[config.mk]
export PLATFORM = sky130hd
export DESIGN_NAME = lat_row_cell
export DESIGN_NICKNAME = d
export VERILOG_FILES = /design/src/rtl/lat_pkg.sv /design/src/rtl/lat_row_cell.sv
export SDC_FILE = /design/constraint.sdc
export NUM_CORES = 1
export LEC_CHECK = 0
export BUFFER_PORTS_ARGS = -buffer_cell sky130_fd_sc_hd__buf_2
export CORE_MARGIN = 10
export CORE_UTILIZATION = 49
export CTS_CLUSTER_DIAMETER = 100
export DETAILED_ROUTE_END_ITERATION = 8
export HOLD_SLACK_MARGIN = 0.12
export MAX_ROUTING_LAYER = met4
export PLACE_DENSITY = 0.84
export SLEW_MARGIN = 25
export SYNTH_ARGS = -nofsm -noshare
export SYNTH_HDL_FRONTEND = slang
export SYNTH_SLANG_ARGS = --single-unit
[constraint.sdc]
create_clock -name clk_i -period 1.1 [get_ports clk_i]
set_input_delay 0.11 -clock clk_i [delete_from_list [all_inputs] [get_ports clk_i]]
set_output_delay 0.11 -clock clk_i [all_outputs]
set_load 0.02 [all_outputs]
[src/rtl/lat_pkg.sv]
// ---------------------------------------------------------------------------
// lat_pkg: shared types and constants of the toroidal life grid
// Grid geometry, request codes, request word layout and rule thresholds.
// ---------------------------------------------------------------------------
`default_nettype none

package lat_pkg;

  localparam int unsigned GRID_WIDTH  = 64;
  localparam int unsigned GRID_HEIGHT = 64;
  localparam int unsigned ROW_W       = $clog2(GRID_HEIGHT);
  localparam int unsigned COORD_W     = 6;
  localparam int unsigned GEN_W       = 32;

  typedef logic [GRID_WIDTH-1:0] row_t;
  typedef logic [ROW_W-1:0]      row_idx_t;
  typedef logic [COORD_W-1:0]    coord_t;
  typedef logic [GEN_W-1:0]      gen_t;
  typedef logic [1:0]            req_code_t;

  typedef enum logic [1:0] {
    REQ_WRITE = 2'd0,
    REQ_READ  = 2'd1,
    REQ_STEP  = 2'd2
  } req_type_e;

  typedef struct packed {
    req_code_t req_type;
    coord_t    col;
    coord_t    row;
    logic      write_value;
  } req_t;

  // neighbor count thresholds of the birth-3 / survive-2-3 rule
  localparam logic [3:0] BIRTH_COUNT  = 4'd3;
  localparam logic [3:0] SURVIVE_LOW  = 4'd2;
  localparam logic [3:0] SURVIVE_HIGH = 4'd3;

endpackage

`default_nettype wire

[src/rtl/lat_row_cell.sv]
// ---------------------------------------------------------------------------
// lat_row_cell: one row of the grid ring
// Holds one grid row and takes its neighbor's row whenever the ring moves.
// ---------------------------------------------------------------------------
`default_nettype none

module lat_row_cell (
  input  logic          clk_i,
  input  logic          rst_ni,
  input  logic          shift_i,
  input  lat_pkg::row_t row_i,
  output lat_pkg::row_t row_o
);
  import lat_pkg::*;

  row_t row_q;

  always_ff @(posedge clk_i or negedge rst_ni) begin
    if (!rst_ni) begin
      row_q <= '0;
    end else if (shift_i) begin
      row_q <= row_i;
    end
  end

  assign row_o = row_q;

endmodule

`default_nettype wire

==> reports/qor.yml <==
syn_avg_cell_area_sq_um: 19.84
setup_violations: 0
ios: 131
cts_max_path_buffers: 2
critPathTopFamily: "flip-flops"
dpl.cell_count: 332
start_util: 0.5147
grt_pass1_wl_um: 12490
fin_setup_tns_ns: 0
grt_max_degree: 65
synth-seq-cells: 64
synthDistinctLibCells: 5
wl_um: 7830
end_kind: "primary output"
post-dp-hpwl_um: 4975
ant_nets: 0
grt_pass1_vias: 2353
period_share: 0.9206
hp-start: "shift_i"
max_slew.worst_pin.slew_ns: 0.3245
drc: 0
r2r_slack_ns: 0.31
required_ns: 0.99
cellPowerDensity_mw_per_mm2: 1439
timing.rr.end: "row_o[16]"
drive_gt1_frac: 0.6134
reg2reg_from: "row_o[16]"
leakagePower_nw: 2.173
yosysWarnings: 0
clockPowerShare: 0.312
rsz0062_at_grt: "no"
fin_nets: 406
grtUsageTotal: 0.1919
cp_max_fo: 2
syn_inst: 135
ctsResizeCount: 0
seqPwrFrac: 0.451
cp-endpoint: "row_o[60]"
cts_setup_buffers: 0
fin_crit_ns: 1.013
maxSlewViolCount: 0
ctsHoldBuffers: 66
ir_drop_mv: 0.9252
fmax_mhz: 987.6
intPower_mw: 4.385
htree_num_levels: 3
wl_per_cell_um: 18.82
dieWidth_um: 93.94
io_buffers: 130
hold_path.class: "input port to flop"
max_slew_margin: 0.7837
path_class: "flop to primary output"
combPwrFrac: 0.238
finalHoldViolations: 0
worst_setup_path_start_kind: "flop"
final_cell_mix: "buf_2, dlygate4sd3_1, dfrtp_1"
rr_worst_depth: 1
vias: 1947
clk_pin_slew_ns: 0.07
grt_overflow: 0
antenna_found_initial: 2
yosysSeqAreaShare: 0.5979
utilization: 0.8072
drt_first_iter_violations: 84
core_sq_mm: 0.005205
cts_sinks: 64
largest_reg_flops: 64
first_pass_iters: 4
synth_nets: 202
clock_tree.root_cell: "clkbuf_8"
fp.dieArea_sq_mm: 0.008825
gp_congestion: 0.7190
stdcell_count: 416
via_per_inst: 4.680
area_growth_pct: 56.84
status: "completed"
syn-cell-area_sq_mm: 0.002679
cp_cell_sequence: "buf_2"
cp.arrival_ns: 0.90
dieHeight_um: 93.94
clock_skew_ns: 0
cp_num_cells: 1
final_common_cell: "buf_2"
switching_power_mw: 1.661
tritoncts: "done"
cts_buffers: 9
max_stage_delay_ns: 0.39
maxCapViolations: 0
row_count: 26
clk_latency_ns: 0.33
cp.buffers_inverters: 1
slowest_stage: "dfrtp_1"
netSwitchingFraction: 0.2747
crit_path_start: "row_o[60]"
[cell usage after synthesis]
cell type	count	area (sq um)
mux2_4	60	900.9
buf_12	6	120.1
dfrtp_1	64	1602
buf_6	1	11.26
mux2_2	4	45.04
[cells by family after synthesis]
logic type,Yosys count,synth area share
flops,64,0.5979
mux,64,0.3531
buf+inv,7,0.04904
[cell type report]
cell class,count,area (sq um)
clock buffer,12,135.1
tap,70,87.58
timing repair buffer,200,1381
sequential,64,1602
multi-input combinational,64,945.9
clock inverter,4,45.04
fill,302,1003
antenna,2,5.005
[power groups by stage]
stage	Sequential, mW	Combinational (mW)	Clock [mW]
4_1_cts	2.72	1.44	1.92
3_3_place_gp	2.75	1.22	0
5_1_grt	2.75	1.52	2.06
6_report	2.72	1.44	1.88
3_5_place_dp	2.75	1.25	0
2_1_floorplan	3.05	0.478	0
[layer usage]
metal / GRT usage / routed length [um]
met1: 0.1703 / 2589
met2: 0.3571 / 4582
met3: 0.06155 / 400
met4: 0.09114 / 257
met5: - / 0
[metrics by stage]
| stage | setup slack (ns) | instance area (sq um) | hold slack [ns] | total power [mW] |
|---|---|---|---|---|
| 6_report | 0.08739 | 4202 | 0.2970 | 6.046 |
| 3_3_place_gp | 0.1376 | 3356 | 0.1443 | 3.971 |
| 5_1_grt | 0.04219 | 4202 | 0.2868 | 6.331 |
| 3_5_place_dp | 0.1248 | 3356 | 0.1601 | 4.009 |
| 4_1_cts | 0.07500 | 4197 | 0.2835 | 6.084 |
| 2_1_floorplan | 0.2587 | 2679 | -0.1856 | 3.529 |
[worst min path at each step]
stage / depth (start not counted) / to / slack, ns
after CTS: 3 / row_o[47] / 0.28
after global routing: 3 / row_o[45] / 0.29
after floorplan: 0 / row_o[0] / -0.19
after detailed placement: 2 / row_o[42] / 0.16
after global placement: 2 / row_o[46] / 0.14
final: 3 / row_o[47] / 0.30
Note: power is estimated with default switching activity, not from simulation.
