[config.mk]
export PLATFORM = sky130hd
export DESIGN_NAME = lat_row_update
export DESIGN_NICKNAME = d
export VERILOG_FILES = /design/src/rtl/lat_pkg.sv /design/src/rtl/lat_row_update.sv
export SDC_FILE = /design/constraint.sdc
export NUM_CORES = 1
export LEC_CHECK = 0
export ABC_AREA = 1
export BUFFER_PORTS_ARGS = -buffer_cell sky130_fd_sc_hd__buf_2
export CAP_MARGIN = 0
export CORE_AREA = 2 2 129 162
export DETAILED_ROUTE_END_ITERATION = 6
export DIE_AREA = 0 0 131 164
export GPL_TIMING_DRIVEN = 0
export PLACE_DENSITY = 0.93
export SYNTH_ARGS = -nofsm -noshare
export SYNTH_HDL_FRONTEND = slang
export SYNTH_SLANG_ARGS = --single-unit
[constraint.sdc]
create_clock -name vclk -period 5.4
set_clock_uncertainty 0.15 [all_clocks]
set_input_delay 1.08 -clock vclk [all_inputs]
set_output_delay 1.08 -clock vclk [all_outputs]
set_load 0.02 [all_outputs]
[src/rtl/lat_pkg.sv]
// ---------------------------------------------------------------------------
// lat_pkg: shared types and constants of the toroidal life grid
// Grid geometry, request codes, request word layout and rule thresholds.
// ---------------------------------------------------------------------------
`default_nettype none

package lat_pkg;

  localparam int unsigned GRID_WIDTH  = 64;
  localparam int unsigned GRID_HEIGHT = 64;
  localparam int unsigned ROW_W       = $clog2(GRID_HEIGHT);
  localparam int unsigned COORD_W     = 6;
  localparam int unsigned GEN_W       = 32;

  typedef logic [GRID_WIDTH-1:0] row_t;
  typedef logic [ROW_W-1:0]      row_idx_t;
  typedef logic [COORD_W-1:0]    coord_t;
  typedef logic [GEN_W-1:0]      gen_t;
  typedef logic [1:0]            req_code_t;

  typedef enum logic [1:0] {
    REQ_WRITE = 2'd0,
    REQ_READ  = 2'd1,
    REQ_STEP  = 2'd2
  } req_type_e;

  typedef struct packed {
    req_code_t req_type;
    coord_t    col;
    coord_t    row;
    logic      write_value;
  } req_t;

  // neighbor count thresholds of the birth-3 / survive-2-3 rule
  localparam logic [3:0] BIRTH_COUNT  = 4'd3;
  localparam logic [3:0] SURVIVE_LOW  = 4'd2;
  localparam logic [3:0] SURVIVE_HIGH = 4'd3;

endpackage

`default_nettype wire

[src/rtl/lat_row_update.sv]
// ---------------------------------------------------------------------------
// lat_row_update: next-generation row
// Applies the birth-3 / survive-2-3 rule to every cell of one row, with
// columns wrapping around.
// ---------------------------------------------------------------------------
`default_nettype none

module lat_row_update (
  input  lat_pkg::row_t above_i,
  input  lat_pkg::row_t mid_i,
  input  lat_pkg::row_t below_i,
  output lat_pkg::row_t next_o
);
  import lat_pkg::*;

  // left and right neighbor of every column, wrapping at the edges
  row_t above_l, above_r;
  row_t mid_l,   mid_r;
  row_t below_l, below_r;

  assign above_l = {above_i[GRID_WIDTH-2:0], above_i[GRID_WIDTH-1]};
  assign above_r = {above_i[0], above_i[GRID_WIDTH-1:1]};
  assign mid_l   = {mid_i[GRID_WIDTH-2:0], mid_i[GRID_WIDTH-1]};
  assign mid_r   = {mid_i[0], mid_i[GRID_WIDTH-1:1]};
  assign below_l = {below_i[GRID_WIDTH-2:0], below_i[GRID_WIDTH-1]};
  assign below_r = {below_i[0], below_i[GRID_WIDTH-1:1]};

  for (genvar c = 0; c < GRID_WIDTH; c++) begin : g_col
    logic [3:0] live;
    assign live = {3'b0, above_l[c]} + {3'b0, above_i[c]} + {3'b0, above_r[c]}
                + {3'b0, mid_l[c]}                         + {3'b0, mid_r[c]}
                + {3'b0, below_l[c]} + {3'b0, below_i[c]} + {3'b0, below_r[c]};
    assign next_o[c] = mid_i[c] ? ((live == SURVIVE_LOW) || (live == SURVIVE_HIGH))
                                : (live == BIRTH_COUNT);
  end

endmodule

`default_nettype wire

==> results of run 1 <==
-- metrics by stage --
| stage | hold WS, ns | setup slack [ns] | area (µm²) |
|---|---|---|---|
| floorplan | 2.29 | 0.437 | 11600 |
| global route | 2.58 | 0.0144 | 13200 |
| global placement | 2.52 | 0.152 | 13200 |
| CTS | 2.53 | 0.0724 | 13200 |
| detailed placement | 2.54 | 0.0779 | 13200 |
| finish | 2.53 | 0.0596 | 13200 |
-- cell families (layout without fill, tap and decap cells) --
kind of cell,count (synthesis),in the layout
AND/OR/NAND/NOR,320,320
AO/OA/AOI/OAI,64,64
adder cells (fa/ha/maj),448,448
buffers and inverters,639,895
other,0,4
-- cell type report --
type                       instances  area share
multi-input combinational        832       0.696
inverter                         639       0.181
timing repair buffer             256      0.0968
tap                              270      0.0255
antenna                            4    0.000756
-- routing by layer --
| metal | up-vias | global-route usage |
|---|---|---|
| met5 | - | 0 |
| met4 | 0 | 0.0769 |
| met3 | 74 | 0.0463 |
| met2 | 338 | 0.492 |
| met1 | 4625 | 0.240 |
| li1 | 4686 | - |
-- report_power, final --
group | switching, mW | internal [mW]
sequential | 0 | 0
clock | 0 | 0.0000000994
combinational | 1.74 | 1.18
-- cell usage in the layout, fill, tap and decap left out --
master / instances
inv_1: 639
a21oi_1: 64
ha_1: 192
buf_2: 256
nand2_1: 192
fa_1: 256
diode_2: 4
nand3_1: 128
-- final timing paths --
| check | slack (ns) | to | start |
|---|---|---|---|
| worst max-delay path | 0.06 | next_o[51] | above_i[50] |
| worst min-delay path | 2.53 | next_o[8] | mid_i[8] |
==> flow_metrics.env, run 1 <==
export IMPL_status="finished clean"
export IMPL_hold_viol=0
export IMPL_max_slew_margin=0.771
export IMPL_cp_arrival_ns=4.11
export IMPL_crit_buf_inv=4
export IMPL_yosys_top_cells_area="fa_1, ha_1, inv_1"
export IMPL_routed_via_count=9723
export IMPL_rsz0062_at_grt="no"
export IMPL_syn_nets=2111
export IMPL_p_leak_nw=8.30
export IMPL_met1_length_um=9120
export IMPL_nFillCells=1417
export IMPL_vdd_drop_max_mv=0.141
export IMPL_timing_final_crit_share=0.989
export IMPL_synth_compound_area_frac=0.0276
export IMPL_grt_pass1_vias=10700
export IMPL_track_usage=0.243
export IMPL_worst_path_stages=11
export IMPL_multiInputGateArea_mm2=0.00921
export IMPL_cp_required_ns=4.17
export IMPL_std_cell_rows=58
export IMPL_slew_violations=0
export IMPL_clock_fmax_mhz=187
export IMPL_hold_depth=6
export IMPL_cts_resized_gates=0
export IMPL_critPathMostFrequentCell="fa_1"
export IMPL_antenna_found_initial=4
export IMPL_die_width_um=131
export IMPL_layoutNonFillerInstCount=2001
export IMPL_seqCellArea_um2=0
export IMPL_ys_types=6
export IMPL_n_sequential_cell=0
export IMPL_detail_route_first_pass_iterations=4
export IMPL_drcViolationCount=0
export IMPL_avgSynthCellArea_um2=7.89
export IMPL_routedWlPerCell_um=13.0
export IMPL_grt_overflow=0
export IMPL_postCtsHoldBufs=0
export IMPL_met3_length_um=1930
export IMPL_yosysSeqAreaShare=0
export IMPL_die_h_um=164
export IMPL_critical_path_top_delay_family="adder cells"
export IMPL_portBuffers=256
export IMPL_post_cts_buffers=0
export IMPL_synth_top_area_frac=0.442
export IMPL_pwr_density_cell_mw_per_mm2=221
export IMPL_hp_class="in2out"
export IMPL_gp_congestion=0.865
export IMPL_highest_layer="met4"
export IMPL_place_inst=1997
export IMPL_totalPowerFinal_mw=2.92
export IMPL_grt_max_degree=4
export IMPL_yosys_area_share_simple=0.117
export IMPL_area_growth_pct=14.0
export IMPL_start_util=0.582
export IMPL_netlist_area_mm2=0.0116
export IMPL_crit_type="in2out"
export IMPL_syn_inst=1471
export IMPL_die_area_mm2=0.0215
export IMPL_antenna_left=0
export IMPL_finalSetupViolations=0
export IMPL_worstPathMaxFanout=2
export IMPL_startpoint_type="input pin"
export IMPL_final_util=0.663
export IMPL_synthAdderAreaFrac=0.648
export IMPL_vias_per_cell=4.86
export IMPL_fin_crit_ns=5.34
export IMPL_met2_length_um=14100
export IMPL_slowest_stage="fa_1"
export IMPL_tightest_slew_ns=0.344
export IMPL_crit_path_cell_trace="buf_2, inv_1, fa_1, fa_1, fa_1, inv_1, ha_1, fa_1, nand3_1, a21oi_1, buf_2"
export IMPL_synth_top_family_by_area="adder cells"
export IMPL_crit_path_end_kind="output pin"
export IMPL_dp_hpwl_um=24700
export IMPL_routed_wl_um=26000
export IMPL_synth_commonest_cells="inv_1, fa_1, ha_1, nand2_1, nand3_1"
export IMPL_core_mm2=0.0200
export IMPL_max_cap_violations=0
export IMPL_muxShareOfSynthArea=0
export IMPL_setup_tns_ns=0
export IMPL_initialDrtViolationCount=370
export IMPL_num_io_pins=256
export IMPL_synth_most_common_cell="inv_1"
export IMPL_yosys_area_top_type="fa_1"
export IMPL_clkbuf_count=0
export IMPL_nets=2369
export IMPL_synth_xor_xnor_area_share=0
export IMPL_cpPeakStageDelay_ns=0.55
export IMPL_drive_above_1_share=0.148
export IMPL_yosys_warnings=0
export IMPL_grt_pass1_wl_um=43100
No activity file was read; power rests on OpenSTA's default activity.
==> run 2: changes to the inputs <==
--- a/config.mk
+++ b/config.mk
@@ -14,4 +14,5 @@
 export GPL_TIMING_DRIVEN = 0
 export PLACE_DENSITY = 0.93
+export RECOVER_POWER = 100
 export SYNTH_ARGS = -nofsm -noshare
 export SYNTH_HDL_FRONTEND = slang
==> constraint.sdc (replaced) <==
create_clock -name vclk -period 5.4
set_clock_uncertainty 0.15 [all_clocks]
set_input_delay 0.27 -clock vclk [all_inputs]
set_output_delay 0.27 -clock vclk [all_outputs]
set_load 0.02 [all_outputs]
==> run 2 against run 1 <==
  * Utilization fell by 0.40 points
  * Fmax rose by 42%
  * Total power fell by 1.9%
  * Via count fell by 0.27%
  * Design area fell by 0.60%
  * Largest cell class unchanged
==> flow_metrics.env, run 2 (synthesized netlist as in run 1, its figures left out) <==
export IMPL_worstPathMaxFanout=2
export IMPL_core_mm2=0.0200
export IMPL_timing_final_crit_share=0.698
export IMPL_highest_layer="met4"
export IMPL_cpPeakStageDelay_ns=0.55
export IMPL_initialDrtViolationCount=368
export IMPL_track_usage=0.243
export IMPL_crit_path_end_kind="output pin"
export IMPL_detail_route_first_pass_iterations=4
export IMPL_crit_type="in2out"
export IMPL_antenna_found_initial=4
export IMPL_area_growth_pct=13.3
export IMPL_die_area_mm2=0.0215
export IMPL_nFillCells=1456
export IMPL_antenna_left=0
export IMPL_fin_ws_ns=1.63
export IMPL_critPathMostFrequentCell="fa_1"
export IMPL_routed_via_count=9697
export IMPL_routedWlPerCell_um=13.0
export IMPL_dp_slack_ns=1.70
export IMPL_post_cts_buffers=0
export IMPL_die_h_um=164
export IMPL_crit_path_cell_trace="buf_2, inv_1, fa_1, fa_1, fa_1, inv_1, ha_1, fa_1, nand3_1, a21oi_1, clkbuf_1"
export IMPL_clkbuf_count=0
export IMPL_fin_crit_ns=3.77
export IMPL_crit_buf_inv=4
export IMPL_grt_pass1_wl_um=43100
export IMPL_slew_violations=0
export IMPL_seqCellArea_um2=0
export IMPL_routed_wl_um=26000
export IMPL_rsz0062_at_grt="no"
export IMPL_hold_end="next_o[8]"
export IMPL_n_sequential_cell=0
export IMPL_clock_fmax_mhz=265
export IMPL_die_width_um=131
export IMPL_dp_hpwl_um=24700
export IMPL_std_cell_rows=58
export IMPL_setup_tns_ns=0
export IMPL_final_cell_mix="inv_1, fa_1, nand2_1, ha_1, buf_2"
export IMPL_vdd_drop_max_mv=0.141
export IMPL_critical_path_top_delay_family="adder cells"
export IMPL_max_cap_violations=0
export IMPL_drive_above_1_share=0.111
export IMPL_vias_per_cell=4.85
export IMPL_max_slew_margin=0.764
export IMPL_worst_path_stages=11
export IMPL_slowest_stage="fa_1"
export IMPL_holdCritStartpoint="mid_i[8]"
export IMPL_nets=2369
export IMPL_cts_resized_gates=0
export IMPL_p_leak_nw=8.06
export IMPL_start_util=0.582
export IMPL_gp_congestion=0.865
export IMPL_grt_overflow=0
export IMPL_cp_arrival_ns=3.35
export IMPL_finalSetupViolations=0
export IMPL_grt_max_degree=4
export IMPL_postCtsHoldBufs=0
export IMPL_tightest_slew_ns=0.354
export IMPL_met3_length_um=1920
export IMPL_grt_pass1_vias=10700
export IMPL_mostFrequentLayoutCell="inv_1"
export IMPL_cp_required_ns=4.98
export IMPL_hold_viol=0
export IMPL_pwr_density_cell_mw_per_mm2=218
export IMPL_portBuffers=256
export IMPL_num_io_pins=256
export IMPL_hold_depth=6
export IMPL_drcViolationCount=0
export IMPL_met2_length_um=14100
export IMPL_hp_class="in2out"
export IMPL_met1_length_um=9100
export IMPL_status="finished clean"
export IMPL_startpoint_type="input pin"
export IMPL_multiInputGateArea_mm2=0.00921
==> run 2: changes by cell type in the layout (fill, tap and decap cells not counted), sizes merged <==
cell    change
buf        -64
clkbuf     +64
==> run 2: power breakdown <==
part	total [mW]	switching (mW)	internal, mW
registers	0	0	0
clock network	0.0000000994	0	0.0000000994
logic	2.87	1.75	1.12
==> run 2: layer usage <==
layer | global-route usage | up-vias
met5 | 0 | -
met4 | 0.0769 | 0
met3 | 0.0463 | 72
met2 | 0.492 | 314
met1 | 0.240 | 4624
li1 | - | 4687
==> run 2: worst max path at each step <==
stage / from / slack, ns / to
after detailed placement: above_i[50] / 1.70 / next_o[51]
after floorplan: above_i[0] / 2.06 / next_o[1]
after global placement: above_i[50] / 1.77 / next_o[51]
after global routing: above_i[52] / 1.57 / next_o[53]
after CTS: above_i[50] / 1.69 / next_o[51]
final: above_i[50] / 1.63 / next_o[51]
==> run 2: layout make-up <==
type	instances	share of cell area
Inverter	639	0.182
Tap cell	270	0.0257
Multi-Input combinational cell	832	0.700
Antenna cell	4	0.000761
Timing Repair Buffer	256	0.0913
==> run 2: per-stage QoR <==
stage | cells | total power, mW | hold WS [ns] | util | area [µm²]
floorplan | 1471 | 2.08 | 0.672 | - | 11600
global placement | 1997 | 2.65 | 0.902 | 0.663 | 13200
detailed placement | 1997 | 2.90 | 0.916 | 0.663 | 13200
CTS | 1997 | 2.92 | 0.915 | 0.663 | 13200
global route | 2001 | 3.30 | 0.969 | 0.659 | 13200
finish | 2001 | 2.87 | 0.928 | 0.659 | 13200
